==> config.mk <==
export PLATFORM = sky130hd
export DESIGN_NAME = bounded_deque_with_search
export DESIGN_NICKNAME = d
export VERILOG_FILES = /design/src/rtl/bdq_pkg.sv /design/src/rtl/bdq_ram.sv /design/src/rtl/bdq_datapath.sv /design/src/rtl/bdq_ctrl.sv /design/src/rtl/bounded_deque_with_search.sv
export SDC_FILE = /design/constraint.sdc
export NUM_CORES = 1
export LEC_CHECK = 0
export ABC_AREA = 1
export BUFFER_PORTS_ARGS = -buffer_cell sky130_fd_sc_hd__buf_2
export CAP_MARGIN = 20
export CELL_PAD_IN_SITES_DETAIL_PLACEMENT = 0
export CELL_PAD_IN_SITES_GLOBAL_PLACEMENT = 1
export CORE_MARGIN = 10
export CORE_UTILIZATION = 45
export DETAILED_ROUTE_END_ITERATION = 12
export PLACE_DENSITY_LB_ADDON = 0.1
export SYNTH_ARGS = -nofsm -noshare
export SYNTH_HDL_FRONTEND = slang
export SYNTH_SLANG_ARGS = --single-unit
==> constraint.sdc <==
create_clock -name clk_i -period 5 [get_ports clk_i]
set_input_delay 0.25 -clock clk_i [delete_from_list [all_inputs] [get_ports clk_i]]
set_output_delay 0.25 -clock clk_i [all_outputs]
set_load 0.02 [all_outputs]
==> src/rtl/bdq_pkg.sv <==
// ----------------------------------------------------------------------------
// bdq_pkg
// shared codes, widths and control structs of the bounded deque with search
// ----------------------------------------------------------------------------
package bdq_pkg;

  localparam int DATA_W        = 32;
  localparam int OP_W          = 3;
  localparam int ST_W          = 2;
  localparam int POS_W         = 4;
  localparam int CNT_W         = 5;
  localparam int DEPTH_DEFAULT = 16;

  localparam logic [OP_W-1:0] OP_PUSH_FRONT = 3'd0;
  localparam logic [OP_W-1:0] OP_PUSH_BACK  = 3'd1;
  localparam logic [OP_W-1:0] OP_POP_FRONT  = 3'd2;
  localparam logic [OP_W-1:0] OP_POP_BACK   = 3'd3;
  localparam logic [OP_W-1:0] OP_SEARCH     = 3'd4;

  localparam logic [ST_W-1:0] ST_OK        = 2'd0;
  localparam logic [ST_W-1:0] ST_EMPTY     = 2'd1;
  localparam logic [ST_W-1:0] ST_FULL      = 2'd2;
  localparam logic [ST_W-1:0] ST_NOT_FOUND = 2'd3;

  typedef struct packed {
    logic            capture;
    logic            push_front;
    logic            push_back;
    logic            rd_front;
    logic            rd_back;
    logic            scan_rd;
    logic            pop_front;
    logic            pop_back;
    logic            scan_init;
    logic            scan_step;
    logic            res_load;
    logic [ST_W-1:0] res_status;
    logic            res_data;
    logic            res_pos;
  } cmd_t;

  typedef struct packed {
    logic [OP_W-1:0] op;
    logic            full;
    logic            empty;
    logic            match;
    logic            scan_last;
  } sts_t;

endpackage

==> src/rtl/bdq_ram.sv <==
// ----------------------------------------------------------------------------
// bdq_ram
// generic single write port, single read port ram with registered read data
// ----------------------------------------------------------------------------
module bdq_ram #(
  parameter int WIDTH = bdq_pkg::DATA_W,
  parameter int DEPTH = bdq_pkg::DEPTH_DEFAULT
) (
  input  logic                     clk_i,
  input  logic                     we_i,
  input  logic [$clog2(DEPTH)-1:0] waddr_i,
  input  logic [WIDTH-1:0]         wdata_i,
  input  logic                     re_i,
  input  logic [$clog2(DEPTH)-1:0] raddr_i,
  output logic [WIDTH-1:0]         rdata_o
);

  logic [WIDTH-1:0] mem_q [DEPTH];
  logic [WIDTH-1:0] rdata_q;

  always_ff @(posedge clk_i) begin
    if (we_i) begin
      mem_q[waddr_i] <= wdata_i;
    end
    if (re_i) begin
      rdata_q <= mem_q[raddr_i];
    end
  end

  assign rdata_o = rdata_q;

endmodule

==> src/rtl/bdq_datapath.sv <==
// ----------------------------------------------------------------------------
// bdq_datapath
// ring pointers, entry ram, scan counter and result registers
// ----------------------------------------------------------------------------
module bdq_datapath #(
  parameter int DEPTH = bdq_pkg::DEPTH_DEFAULT
) (
  input  logic                              clk_i,
  input  logic                              rst_ni,
  input  bdq_pkg::cmd_t                     cmd_i,
  output bdq_pkg::sts_t                     sts_o,
  input  logic [bdq_pkg::OP_W-1:0]          operation_i,
  input  logic signed [bdq_pkg::DATA_W-1:0] value_i,
  output logic signed [bdq_pkg::DATA_W-1:0] result_value_o,
  output logic [bdq_pkg::POS_W-1:0]         position_o,
  output logic [bdq_pkg::ST_W-1:0]          status_o,
  output logic [bdq_pkg::CNT_W-1:0]         count_o
);

  localparam int AW  = $clog2(DEPTH);
  localparam int CW  = $clog2(DEPTH + 1);
  localparam int SW  = AW + 1;
  localparam int KW  = (AW > bdq_pkg::POS_W) ? AW : bdq_pkg::POS_W;
  localparam int CXW = (CW > bdq_pkg::CNT_W) ? CW : bdq_pkg::CNT_W;
  localparam logic [AW-1:0] LAST_SLOT = AW'(DEPTH - 1);

  logic [AW-1:0]               front_q, front_d;
  logic [CW-1:0]               count_q, count_d;
  logic [AW-1:0]               scan_slot_q, scan_slot_d;
  logic [AW-1:0]               k_q, k_d;
  logic [bdq_pkg::OP_W-1:0]    op_q;
  logic [bdq_pkg::DATA_W-1:0]  value_q;
  logic [bdq_pkg::DATA_W-1:0]  result_value_q;
  logic [bdq_pkg::POS_W-1:0]   position_q;
  logic [bdq_pkg::ST_W-1:0]    status_q;

  logic [SW-1:0]               tail_sum;
  logic [AW-1:0]               tail_slot, back_slot, front_dec, front_inc, scan_inc;
  logic                        we;
  logic [AW-1:0]               waddr, raddr;
  logic                        re;
  logic [bdq_pkg::DATA_W-1:0]  rdata;
  logic [KW-1:0]               k_ext;
  logic [CXW-1:0]              count_ext;

  assign tail_sum  = SW'(front_q) + SW'(count_q);
  assign tail_slot = (tail_sum >= SW'(DEPTH)) ? AW'(tail_sum - SW'(DEPTH)) : AW'(tail_sum);
  assign back_slot = (tail_slot == '0) ? LAST_SLOT : tail_slot - AW'(1);
  assign front_dec = (front_q == '0) ? LAST_SLOT : front_q - AW'(1);
  assign front_inc = (front_q == LAST_SLOT) ? '0 : front_q + AW'(1);
  assign scan_inc  = (scan_slot_q == LAST_SLOT) ? '0 : scan_slot_q + AW'(1);

  assign we    = cmd_i.push_front | cmd_i.push_back;
  assign waddr = cmd_i.push_front ? front_dec : tail_slot;
  assign re    = cmd_i.rd_front | cmd_i.rd_back | cmd_i.scan_rd;
  assign raddr = cmd_i.rd_front ? front_q : (cmd_i.rd_back ? back_slot : scan_slot_q);

  bdq_ram #(
    .WIDTH (bdq_pkg::DATA_W),
    .DEPTH (DEPTH)
  ) u_ram (
    .clk_i   (clk_i),
    .we_i    (we),
    .waddr_i (waddr),
    .wdata_i (value_q),
    .re_i    (re),
    .raddr_i (raddr),
    .rdata_o (rdata)
  );

  always_comb begin
    front_d     = front_q;
    count_d     = count_q;
    scan_slot_d = scan_slot_q;
    k_d         = k_q;
    if (cmd_i.push_front) begin
      front_d = front_dec;
      count_d = count_q + CW'(1);
    end else if (cmd_i.push_back) begin
      count_d = count_q + CW'(1);
    end else if (cmd_i.pop_front) begin
      front_d = front_inc;
      count_d = count_q - CW'(1);
    end else if (cmd_i.pop_back) begin
      count_d = count_q - CW'(1);
    end
    if (cmd_i.scan_init) begin
      scan_slot_d = front_inc;
      k_d         = '0;
    end else if (cmd_i.scan_step) begin
      scan_slot_d = scan_inc;
      k_d         = k_q + AW'(1);
    end
  end

  always_ff @(posedge clk_i or negedge rst_ni) begin
    if (!rst_ni) begin
      front_q <= '0;
      count_q <= '0;
    end else begin
      front_q <= front_d;
      count_q <= count_d;
    end
  end

  always_ff @(posedge clk_i) begin
    scan_slot_q <= scan_slot_d;
    k_q         <= k_d;
    if (cmd_i.capture) begin
      op_q    <= operation_i;
      value_q <= value_i;
    end
    if (cmd_i.res_load) begin
      status_q       <= cmd_i.res_status;
      result_value_q <= cmd_i.res_data ? rdata : '0;
      position_q     <= cmd_i.res_pos ? k_ext[bdq_pkg::POS_W-1:0] : '0;
    end
  end

  assign k_ext     = KW'(k_q);
  assign count_ext = CXW'(count_q);

  assign sts_o.op        = op_q;
  assign sts_o.full      = (count_q == CW'(DEPTH));
  assign sts_o.empty     = (count_q == '0);
  assign sts_o.match     = (rdata == value_q);
  assign sts_o.scan_last = ((CW'(k_q) + CW'(1)) == count_q);

  assign result_value_o = result_value_q;
  assign position_o     = position_q;
  assign status_o       = status_q;
  assign count_o        = count_ext[bdq_pkg::CNT_W-1:0];

`ifndef SYNTH
  a_count_bound: assert property (@(posedge clk_i) disable iff (!rst_ni)
    count_q <= CW'(DEPTH))
    else $error("stored count beyond capacity");
  a_front_bound: assert property (@(posedge clk_i) disable iff (!rst_ni)
    SW'(front_q) < SW'(DEPTH))
    else $error("front slot out of range");
  a_push_not_full: assert property (@(posedge clk_i) disable iff (!rst_ni)
    (cmd_i.push_front || cmd_i.push_back) |=> count_q == $past(count_q) + CW'(1))
    else $error("push did not grow the store by one");
  a_pop_not_empty: assert property (@(posedge clk_i) disable iff (!rst_ni)
    (cmd_i.pop_front || cmd_i.pop_back) |-> count_q != '0)
    else $error("pop issued on empty store");
  a_scan_in_range: assert property (@(posedge clk_i) disable iff (!rst_ni)
    cmd_i.scan_step |-> (CW'(k_q) + CW'(1)) < count_q)
    else $error("scan stepped past the last stored value");
`endif

endmodule

==> src/rtl/bdq_ctrl.sv <==
// ----------------------------------------------------------------------------
// bdq_ctrl
// request sequencer: decode, pop read, search scan and result handoff
// ----------------------------------------------------------------------------
module bdq_ctrl (
  input  logic          clk_i,
  input  logic          rst_ni,
  input  logic          in_valid_i,
  output logic          in_stall_o,
  output logic          out_valid_o,
  input  logic          out_stall_i,
  input  bdq_pkg::sts_t sts_i,
  output bdq_pkg::cmd_t cmd_o
);

  localparam logic [2:0] S_IDLE     = 3'd0;
  localparam logic [2:0] S_DECODE   = 3'd1;
  localparam logic [2:0] S_POP_DONE = 3'd2;
  localparam logic [2:0] S_SCAN     = 3'd3;
  localparam logic [2:0] S_OUT      = 3'd4;

  logic [2:0] state_q, state_d;

  always_comb begin
    state_d = state_q;
    cmd_o   = '0;
    unique case (state_q)
      S_IDLE: begin
        if (in_valid_i) begin
          cmd_o.capture = 1'b1;
          state_d       = S_DECODE;
        end
      end
      S_DECODE: begin
        unique case (sts_i.op) inside
          bdq_pkg::OP_PUSH_FRONT, bdq_pkg::OP_PUSH_BACK: begin
            cmd_o.res_load = 1'b1;
            if (sts_i.full) begin
              cmd_o.res_status = bdq_pkg::ST_FULL;
            end else begin
              cmd_o.res_status = bdq_pkg::ST_OK;
              cmd_o.push_front = (sts_i.op == bdq_pkg::OP_PUSH_FRONT);
              cmd_o.push_back  = (sts_i.op == bdq_pkg::OP_PUSH_BACK);
            end
            state_d = S_OUT;
          end
          bdq_pkg::OP_POP_FRONT, bdq_pkg::OP_POP_BACK: begin
            if (sts_i.empty) begin
              cmd_o.res_load   = 1'b1;
              cmd_o.res_status = bdq_pkg::ST_EMPTY;
              state_d          = S_OUT;
            end else begin
              cmd_o.rd_front  = (sts_i.op == bdq_pkg::OP_POP_FRONT);
              cmd_o.pop_front = (sts_i.op == bdq_pkg::OP_POP_FRONT);
              cmd_o.rd_back   = (sts_i.op == bdq_pkg::OP_POP_BACK);
              cmd_o.pop_back  = (sts_i.op == bdq_pkg::OP_POP_BACK);
              state_d         = S_POP_DONE;
            end
          end
          bdq_pkg::OP_SEARCH: begin
            if (sts_i.empty) begin
              cmd_o.res_load   = 1'b1;
              cmd_o.res_status = bdq_pkg::ST_NOT_FOUND;
              state_d          = S_OUT;
            end else begin
              cmd_o.rd_front  = 1'b1;
              cmd_o.scan_init = 1'b1;
              state_d         = S_SCAN;
            end
          end
          default: begin
            cmd_o.res_load   = 1'b1;
            cmd_o.res_status = bdq_pkg::ST_OK;
            state_d          = S_OUT;
          end
        endcase
      end
      S_POP_DONE: begin
        cmd_o.res_load   = 1'b1;
        cmd_o.res_status = bdq_pkg::ST_OK;
        cmd_o.res_data   = 1'b1;
        state_d          = S_OUT;
      end
      S_SCAN: begin
        if (sts_i.match) begin
          cmd_o.res_load   = 1'b1;
          cmd_o.res_status = bdq_pkg::ST_OK;
          cmd_o.res_pos    = 1'b1;
          state_d          = S_OUT;
        end else if (sts_i.scan_last) begin
          cmd_o.res_load   = 1'b1;
          cmd_o.res_status = bdq_pkg::ST_NOT_FOUND;
          state_d          = S_OUT;
        end else begin
          cmd_o.scan_rd   = 1'b1;
          cmd_o.scan_step = 1'b1;
        end
      end
      S_OUT: begin
        if (!out_stall_i) begin
          state_d = S_IDLE;
        end
      end
      default: begin
        state_d = S_IDLE;
      end
    endcase
  end

  always_ff @(posedge clk_i or negedge rst_ni) begin
    if (!rst_ni) begin
      state_q <= S_IDLE;
    end else begin
      state_q <= state_d;
    end
  end

  assign in_stall_o  = (state_q != S_IDLE);
  assign out_valid_o = (state_q == S_OUT);

`ifndef SYNTH
  a_one_pending: assert property (@(posedge clk_i) disable iff (!rst_ni)
    out_valid_o |-> in_stall_o)
    else $error("request taken while a result is pending");
  a_result_loaded: assert property (@(posedge clk_i) disable iff (!rst_ni)
    $rose(out_valid_o) |-> $past(cmd_o.res_load))
    else $error("result shown without being loaded");
  a_single_push_pop: assert property (@(posedge clk_i) disable iff (!rst_ni)
    $onehot0({cmd_o.push_front, cmd_o.push_back, cmd_o.pop_front, cmd_o.pop_back}))
    else $error("more than one store update in a cycle");
`endif

endmodule

==> src/rtl/bounded_deque_with_search.sv <==
// ----------------------------------------------------------------------------
// bounded_deque_with_search
// double-ended queue of signed 32-bit values, capacity DEPTH, with search
// ----------------------------------------------------------------------------
// a request (operation_i, value_i) is taken when in_valid_i is high and
// in_stall_o is low; each request gives exactly one result on the output
// channel, taken when out_valid_o is high and out_stall_i is low.
// one request is in flight at a time: in_stall_o stays high from acceptance
// until the result has been taken. from acceptance to out_valid_o, a request
//   push, no-op code, rejected push or pop, search of an empty store: decode
//   pop: decode, then one registered read of the entry ram
//   search: decode, then scan until a hit or the last stored value
// the search walks the ring one entry ram read per cycle from the front.
// while out_stall_i is high the result is held unchanged; the next request
// is taken in the cycle after the result is taken.
// reset empties the store at once (front slot and count cleared); the entry
// ram is not cleared, since only occupied slots are ever read.
// ----------------------------------------------------------------------------
module bounded_deque_with_search #(
  parameter int DEPTH = bdq_pkg::DEPTH_DEFAULT
) (
  input  logic                              clk_i,
  input  logic                              rst_ni,
  input  logic                              in_valid_i,
  output logic                              in_stall_o,
  input  logic [bdq_pkg::OP_W-1:0]          operation_i,
  input  logic signed [bdq_pkg::DATA_W-1:0] value_i,
  output logic                              out_valid_o,
  input  logic                              out_stall_i,
  output logic signed [bdq_pkg::DATA_W-1:0] result_value_o,
  output logic [bdq_pkg::POS_W-1:0]         position_o,
  output logic [bdq_pkg::ST_W-1:0]          status_o,
  output logic [bdq_pkg::CNT_W-1:0]         count_o
);

  bdq_pkg::cmd_t cmd;
  bdq_pkg::sts_t sts;

  bdq_ctrl u_ctrl (
    .clk_i       (clk_i),
    .rst_ni      (rst_ni),
    .in_valid_i  (in_valid_i),
    .in_stall_o  (in_stall_o),
    .out_valid_o (out_valid_o),
    .out_stall_i (out_stall_i),
    .sts_i       (sts),
    .cmd_o       (cmd)
  );

  bdq_datapath #(
    .DEPTH (DEPTH)
  ) u_datapath (
    .clk_i          (clk_i),
    .rst_ni         (rst_ni),
    .cmd_i          (cmd),
    .sts_o          (sts),
    .operation_i    (operation_i),
    .value_i        (value_i),
    .result_value_o (result_value_o),
    .position_o     (position_o),
    .status_o       (status_o),
    .count_o        (count_o)
  );

endmodule

==> results of run 1 <==
[flip-flops by register name, summed over array words and instances (netlist names)]
name and flops:
u_datapath.op_q 3, u_datapath.u_ram.mem_q 512, u_datapath.k_ext 4, u_datapath.u_ram.rdata_o 32, u_datapath.scan_slot_q 4, u_ctrl.state_q 3, u_datapath.position_o 4, u_datapath.status_o 2
u_datapath.result_value_o 32, u_datapath.count_o 5, u_datapath.value_q 32, u_datapath.front_q 4
[synthesized netlist by cell type, types with 3 or more instances]
master,instances
sky130_fd_sc_hd__edfxtp_1,621
sky130_fd_sc_hd__nand3_1,592
sky130_fd_sc_hd__nand2_1,430
sky130_fd_sc_hd__inv_1,424
sky130_fd_sc_hd__buf_2,100
sky130_fd_sc_hd__nand3b_1,96
sky130_fd_sc_hd__nor2_1,84
sky130_fd_sc_hd__clkbuf_1,25
sky130_fd_sc_hd__xnor2_1,22
sky130_fd_sc_hd__xor2_1,20
sky130_fd_sc_hd__o21ai_0,18
sky130_fd_sc_hd__ha_1,13
sky130_fd_sc_hd__dfrtp_1,12
sky130_fd_sc_hd__nor3_1,10
sky130_fd_sc_hd__buf_4,9
sky130_fd_sc_hd__inv_2,9
sky130_fd_sc_hd__a21oi_1,8
sky130_fd_sc_hd__or2_2,8
sky130_fd_sc_hd__nand4_1,7
sky130_fd_sc_hd__a31oi_1,4
sky130_fd_sc_hd__dfxtp_1,4
sky130_fd_sc_hd__nand2_2,4
sky130_fd_sc_hd__buf_1,3
sky130_fd_sc_hd__nor2_2,3
sky130_fd_sc_hd__nor2_4,3
sky130_fd_sc_hd__o31ai_1,3
[routing by layer]
metal	part of all wire [%]	GRT usage [%]
met2	48	32.2
met1	46	26.4
met5	0	0
met4	2.0	5.62
met3	4.6	2.89
[through the flow]
| stage | hold WS, ns | power [µW] | instance area [µm²] |
|---|---|---|---|
| global placement | 0.168 | 12400 | 29600 |
| global route | 0.0958 | 18200 | 32200 |
| detailed placement | 0.173 | 12400 | 29600 |
| CTS | 0.0560 | 17400 | 32200 |
| floorplan | -0.0456 | 10600 | 28100 |
| finish | 0.0814 | 17200 | 32200 |
[area by class of cell]
type / count / area (µm²)
tap: 837 / 1050
sequential: 637 / 19000
clock buffer: 92 / 1940
timing repair buffer: 164 / 1340
clock inverter: 33 / 233
inverter: 433 / 1630
fill: 5522 / 29600
multi-input combinational: 1343 / 6940
[worst reg2reg max path, stage by stage, from the launching register on]
cell and delay (ns):
sky130_fd_sc_hd__dfrtp_1 0.49, sky130_fd_sc_hd__inv_1 0.16, sky130_fd_sc_hd__ha_1 0.25, sky130_fd_sc_hd__nand2_1 0.08, sky130_fd_sc_hd__nor2_1 0.06, sky130_fd_sc_hd__nor3_4 0.27
sky130_fd_sc_hd__inv_2 0.14, sky130_fd_sc_hd__nor2_4 0.20, sky130_fd_sc_hd__o21ai_2 0.09, sky130_fd_sc_hd__o21ai_0 0.16, sky130_fd_sc_hd__nand3_1 0.40, sky130_fd_sc_hd__nor2_4 0.76
sky130_fd_sc_hd__buf_12 0.28
[path summary, 6_finish.rpt]
check / end / cells past startpoint / slack, ns
worst max-delay path: u_datapath.u_ram.mem_q[11][21] / 12 / 1.36
worst min-delay path: u_datapath.count_o[2] / 2 / 0.08
worst max register to register: u_datapath.u_ram.mem_q[11][21] / 12 / 1.36
worst min register to register: u_datapath.k_ext[1] / 2 / 0.55
max in group asynchronous: u_ctrl.state_q[1] / 2 / 4.67
min in group clk_i: u_ctrl.state_q[2] / 5 / 0.09
[power groups by stage]
stage          logic (µW)  clock network, µW  registers (µW)
3_3_place_gp         4990                  0            7370
3_5_place_dp         5010                  0            7380
2_1_floorplan        3230                  0            7350
4_1_cts              5060               5060            7280
6_report             4980               4950            7280
5_1_grt              5570               5270            7350
[what timing repair did]
item	4_1_cts	5_1_grt
hold endpoints to repair	49	0
hold buffers	37	0
buffers inserted	0	0
[kinds of logic (layout without fill, tap and decap cells)]
family | count (synthesis) | in the layout | share of synthesized area [%]
flip-flops | 637 | 637 | 67.8
adder cells (fa/ha/maj) | 14 | 14 | 0.651
buffers and inverters | 571 | 722 | 8.23
AO/OA/AOI/OAI | 43 | 43 | 0.892
AND/OR/NAND/NOR | 1244 | 1244 | 21.1
XOR/XNOR | 42 | 42 | 1.31
==> implementation parameters, run 1 <==
Parameter                              Value

Outcome
  Result of the run    finished clean

Layout
  Antenna fix cells    0
  Final instance count without filler cells    3539
  Count of nets after finishing    2704
  Synthesis-to-finish area growth    14.6%
  Fraction of final layout cells with drive strength greater than 1    10.3%
  Most frequent standard cell in the layout excluding fill and tap cells    sky130_fd_sc_hd__edfxtp_1
  Utilization after layout    52.1%
  Commonest cells after routing, fill and taps aside    621 x sky130_fd_sc_hd__edfxtp_1, 591 x sky130_fd_sc_hd__nand3_1, 429 x sky130_fd_sc_hd__nand2_1

Synth
  Net count of the mapped netlist    2604
  Dominant synthesized flop cell    sky130_fd_sc_hd__edfxtp_1
  Average cell area after synthesis    11.0 µm²
  Yosys warnings    0
  Post-synthesis cell area    28100 µm²
  Ys async rst share    1.88%
  Area leader, netlist    sky130_fd_sc_hd__edfxtp_1
  Yosys reg bits    637
  Top post-synthesis cells by area    sky130_fd_sc_hd__edfxtp_1 66%, sky130_fd_sc_hd__nand3_1 11%, sky130_fd_sc_hd__nand2_1 5.8%
  Seq/Total Area, Yosys    67.8%
  Number of enable-type register cells in the synthesized netlist    621
  Post-Syn Instances    2551
  Number of distinct library cells after synthesis    40
  Fraction of synthesized cell area taken by the top area cell type    66.4%

Job
  Max Cap Violations    0

Die
  Die extent in x    270 µm
  # IOs    84
  Floorplan die area    72800 µm²
  Standard-cell rows    91
  Core Region    61700 µm²
  Initial core utilization    45.5%
  Height of the chip    270 µm

Setup path
  Critical path class    reg -> reg
  Crit path buf inv count    3
  Worst EP required    5.29 ns
  Data arrival at the endpoint of the critical path    3.93 ns
  Nature of the critical path endpoint    flop
  Worst-path maximum fanout    17
  Slowest cell delay on critical path    0.75 ns
  Category of the worst setup path launch point    flop
  Critical path, cell by cell    inv_1, ha_1, nand2_1, nor2_1, nor3_4, inv_2, nor2_4, o21ai_2, o21ai_0, nand3_1, nor2_4, buf_12
  Gate family responsible for the most delay along the worst path    simple AND/OR/NAND/NOR gates
  Beginning of the worst register-to-register path    u_datapath.count_o[1]
  Launching instance or port of the critical path    u_datapath.count_o[1]
  Max stage delay cell, worst path    sky130_fd_sc_hd__nor2_4
  Most Frequent Cell on Critical Path    sky130_fd_sc_hd__nor2_4

Clocking
  Number of clock buffers inserted by TritonCTS    72
  Maximum count of clock buffers along a single path    3
  Clock latency at the later pin of the worst-skew pair    0.60 ns
  Clock tree from TritonCTS    done
  Clock H-tree levels    3
  Clock transition time at the flip-flop clock pins of the worst setup and hold paths    0.06 ns
  Clock sink count    637
  Clock Root Buffer    sky130_fd_sc_hd__clkbuf_16
  Cts repair resizes    0

Route
  DRT Pass-1 Iters    6
  Wire length per cell after detailed routing    20.2 µm
  DRC violation count after routing    0
  Post-route ant nets    0
  Routed wire length    71.5 mm
  Number of vias in the routed layout    18211
  Number of DRC markers after the initial detailed-route iteration    1520
  Detail-routed via count per cell    5.15

Timing
  Post-route setup slack    1.36 ns
  Total negative slack for setup checks    0 ns
  Setup repair after global routing missed its margin    no
  Slew at the pin with the worst max-slew slack    1.13 ns
  Hold Vio Cnt, Final    0
  Highest clock frequency the design can meet    275 MHz
  Final Max Slew Viols    0
  Final worst path period need    3.64 ns
  Part of the cycle the worst path needs    72.8%
  Worst relative slew slack    24.9%
  Setup-violating endpoint count in the final report    0
  Setup Skew    0.0167 ns

Power
  Pwr/cell area    535 nW/µm²
  Comb power frac    29.0%
  Leakage power    0.0130 µW
  Switch Pwr    6090 µW
  Clock network fraction of design power    28.7%
  Flop pwr share    42.3%
  Maximum vdd ir drop    0.367 mV
  Proportion of total power due to net switching    35.4%
  Internal portion of total power    11100 µW

Placement
  Final HPWL from detailed placement    38.5 mm
  Cell Count Post-Placement    3377
  Pre-CTS setup slack    1.38 ns
  Final GP Congestion    0.834
  Count of input and output buffers    83

Hold path
  Hold crit path type    in -> async

GRT
  Residual overflow from global routing    0
  First-pass GRT wire length    110 mm
  Via count of the first global-routing pass    18027
  Total GRT Usage    19.5%
  Antenna violations before repair    0
  Pin count of the biggest net entering global routing    212
Note: power is estimated with default switching activity, not from simulation.
==> run 2: changes to the inputs <==
--- a/config.mk
+++ b/config.mk
@@ -5,13 +5,13 @@
 export SDC_FILE = /design/constraint.sdc
 export NUM_CORES = 1
 export LEC_CHECK = 0
-export ABC_AREA = 1
+export ABC_AREA = 0
 export BUFFER_PORTS_ARGS = -buffer_cell sky130_fd_sc_hd__buf_2
 export CAP_MARGIN = 20
 export CELL_PAD_IN_SITES_DETAIL_PLACEMENT = 0
 export CELL_PAD_IN_SITES_GLOBAL_PLACEMENT = 1
 export CORE_MARGIN = 10
-export CORE_UTILIZATION = 45
+export CORE_UTILIZATION = 52
 export DETAILED_ROUTE_END_ITERATION = 12
 export PLACE_DENSITY_LB_ADDON = 0.1
 export SYNTH_ARGS = -nofsm -noshare
==> constraint.sdc (replaced) <==
create_clock -name clk_i -period 3.7 [get_ports clk_i]
set_input_delay 0.185 -clock clk_i [delete_from_list [all_inputs] [get_ports clk_i]]
set_output_delay 0.185 -clock clk_i [all_outputs]
set_load 0.02 [all_outputs]
==> implementation parameters, run 2 <==
Parameter                              Value

Route
  Wire length per cell after detailed routing    24.6 µm (+22%)
  Number of DRC markers after the initial detailed-route iteration    1657 (+9.0%)
  Post-route ant nets    0 (unchanged)
  DRT Pass-1 Iters    5 (-1)
  Routed wire length    65.9 mm (-7.8%)
  Detail-routed via count per cell    5.87 (+14%)
  DRC violation count after routing    0 (unchanged)
  Number of vias in the routed layout    15761 (-13%)

Timing
  Final worst path period need    3.51 ns (-0.128 ns)
  Slew at the pin with the worst max-slew slack    0.828 ns (-0.298 ns)
  Part of the cycle the worst path needs    94.9% (+22 points)
  Final Max Slew Viols    0 (unchanged)
  Highest clock frequency the design can meet    285 MHz (+3.7%)
  Setup-violating endpoint count in the final report    0 (unchanged)
  Worst relative slew slack    44.7% (+20 points)
  Hold Vio Cnt, Final    0 (unchanged)
  Setup Skew    0.0197 ns (+0.00305 ns)

Synth
  Seq/Total Area, Yosys    74.1% (+6.3 points)
  Number of distinct library cells after synthesis    65 (+63%)
  Yosys warnings    0 (unchanged)
  Yosys reg bits    637 (unchanged)
  Ys async rst share    1.88% (unchanged)
  Post-Syn Instances    1788 (-30%)
  Fraction of synthesized cell area taken by the top area cell type    72.6% (+6.2 points)
  Number of enable-type register cells in the synthesized netlist    621 (unchanged)
  Dominant synthesized flop cell    sky130_fd_sc_hd__edfxtp_1
  Cell with the most instances after synthesis    sky130_fd_sc_hd__edfxtp_1
  Area leader, netlist    sky130_fd_sc_hd__edfxtp_1
  Post-synth top cells    621 x sky130_fd_sc_hd__edfxtp_1, 343 x sky130_fd_sc_hd__nand2_1, 144 x sky130_fd_sc_hd__a21oi_1
  Average cell area after synthesis    14.4 µm² (+31%)
  Net count of the mapped netlist    1841 (-29%)
  Post-synthesis cell area    25700 µm² (-8.5%)
  Top post-synthesis cells by area    sky130_fd_sc_hd__edfxtp_1 73%, sky130_fd_sc_hd__nand2_1 5.0%, sky130_fd_sc_hd__a21oi_1 2.8%

GRT
  Antenna violations before repair    2 (+2)
  Residual overflow from global routing    0 (unchanged)
  Total GRT Usage    22.1% (+2.7 points)
  Pin count of the biggest net entering global routing    73 (-66%)
  Via count of the first global-routing pass    15399 (-15%)
  First-pass GRT wire length    98.5 mm (-10%)

Setup path
  Data arrival at the endpoint of the critical path    3.83 ns (-0.10 ns)
  Beginning of the worst register-to-register path    u_datapath.front_q[0]
  Critical path, cell by cell    ha_1, fa_2, inv_1, ha_1, nand2b_1, o32ai_2, a22o_4, buf_16, mux2i_1, a221oi_1, a311oi_1, a31oi_1
  Slowest cell delay on critical path    0.59 ns (-0.16 ns)
  Terminus of the critical flop-to-flop path    u_datapath.u_ram.rdata_o[15]
  Nature of the critical path endpoint    flop
  Critical path class    reg -> reg
  Category of the worst setup path launch point    flop
  Internal reg-to-reg setup slack    0.19 ns (-1.17 ns)
  Worst EP required    4.02 ns (-1.27 ns)
  Worst-path maximum fanout    26 (+9)
  Most Frequent Cell on Critical Path    sky130_fd_sc_hd__ha_1
  Cell depth of the worst flop-to-flop path    12 (unchanged)
  Max stage delay cell, worst path    sky130_fd_sc_hd__fa_2

Die
  Height of the chip    242 µm (-10%)
  Die extent in x    242 µm (-10%)
  Floorplan die area    58700 µm² (-19%)
  Core Region    48800 µm² (-21%)
  # IOs    84 (unchanged)
  Standard-cell rows    81 (-11%)
  Initial core utilization    52.6% (+7.1 points)

Hold path
  Hold crit path type    in -> reg
  HP Start    value_i[19]
  Hold Crit Depth    2
  Hold EP    u_datapath.value_q[19]

Layout
  Count of nets after finishing    2021 (-25%)
  Max reg flops    512 (unchanged)
  Final instance count without filler cells    2683 (-24%)
  Commonest cells after routing, fill and taps aside    621 x sky130_fd_sc_hd__edfxtp_1, 342 x sky130_fd_sc_hd__nand2_1, 144 x sky130_fd_sc_hd__a21oi_1
  Fraction of final layout cells with drive strength greater than 1    15.4% (+5.2 points)
  Multi-input gate area in the final layout    6220 µm² (-10%)
  Most frequent standard cell in the layout excluding fill and tap cells    sky130_fd_sc_hd__edfxtp_1
  Register Area    19000 µm² (unchanged)
  Synthesis-to-finish area growth    17.8%
  Fill cell count    3754 (-32%)
  Antenna fix cells    0 (unchanged)
  Register ranked first by flip-flop count    u_datapath.u_ram.mem_q

Job
  Max Cap Violations    0 (unchanged)

Clocking
  Clock sink count    637 (unchanged)
  Clock latency at the later pin of the worst-skew pair    0.61 ns (about the same)
  Maximum count of clock buffers along a single path    3 (unchanged)
  Clock H-tree levels    3 (unchanged)
  Clock transition time at the flip-flop clock pins of the worst setup and hold paths    0.06 ns (about the same)
  Clock tree from TritonCTS    done
  Clock Root Buffer    sky130_fd_sc_hd__clkbuf_16
  Number of clock buffers inserted by TritonCTS    67 (-6.9%)

Outcome
  Result of the run    finished clean

Placement
  Cell Count Post-Placement    2516 (-25%)
  Final HPWL from detailed placement    35.9 mm (-6.6%)
  Count of input and output buffers    83 (unchanged)
  Final GP Congestion    0.827 (-0.83%)

Power
  Tot Pwr    22400 µW (+30%)
  Leakage power    0.0105 µW (-19%)
  Maximum vdd ir drop    0.487 mV (+33%)
  Pwr/cell area    741 nW/µm² (+38%)
## run 2: per-layer routing
layer,routed length (µm),up-vias,track usage [%]
li1,-,7183,-
met1,28000,7898,30.2
met2,31800,562,35.6
met3,4250,116,3.87
met4,1820,2,7.23
met5,7,-,0
## run 2: repair_timing
item,in CTS,in global routing
hold endpoints to repair,49,0
endpoints found under the setup margin,0,32
gates resized for setup,0,9
hold buffers,40,0
buffers inserted,0,2
## run 2: kinds of logic after synthesis
group	Yosys count	share of synthesized area [%]
compound gates	325	8.58
xor+xnor	48	1.70
fa+ha+maj	14	0.711
buf+inv	126	2.38
flops	637	74.1
mux	71	2.77
simple gates	567	9.79
## run 2: cell type report
type	instances	area share, %
clock buffer	86	5.99
sequential	637	62.9
clock inverter	34	0.781
multi-input combinational	1025	20.5
timing repair buffer	227	6.94
inverter	10	0.124
tap	664	2.75
## run 2: worst max-delay path by stage
stage,start,end,depth (start not counted)
final,u_datapath.front_q[0],u_datapath.u_ram.rdata_o[15],12
after global routing,u_datapath.front_q[0],u_datapath.u_ram.rdata_o[22],12
after CTS,u_datapath.front_q[0],u_datapath.u_ram.rdata_o[20],12
after detailed placement,u_datapath.front_q[0],u_datapath.u_ram.rdata_o[1],12
after global placement,u_datapath.front_q[0],u_datapath.u_ram.rdata_o[1],12
after floorplan,u_datapath.count_o[1],u_datapath.u_ram.mem_q[0][0],8
## run 2: power breakdown
part           switching (µW)  internal, µW
sequential                581          9020
clock                    2720          3610
combinational            4110          2370
## run 2: stage by stage
step	worst slack, ns	cell area [µm²]	hold WS (ns)	TNS [ns]	utilization, %
6_report	0.189	30300	0.289	0	61.9
2_1_floorplan	-0.934	25700	-0.111	-387.49	-
5_1_grt	-0.0191	30300	0.269	-0.0191	61.9
3_5_place_dp	0.109	27700	0.110	0	56.6
4_1_cts	0.0705	30100	0.251	0	61.6
3_3_place_gp	0.154	27700	0.105	0	56.6
## run 2: critical path, delay by kind of cell (launching register included)
kind / cells / cell delay [ns]
fa+ha+maj: 3 / 1.11
flops: 1 / 0.44
simple gates: 1 / 0.15
buf+inv: 2 / 0.33
compound gates: 5 / 0.94
mux: 1 / 0.22
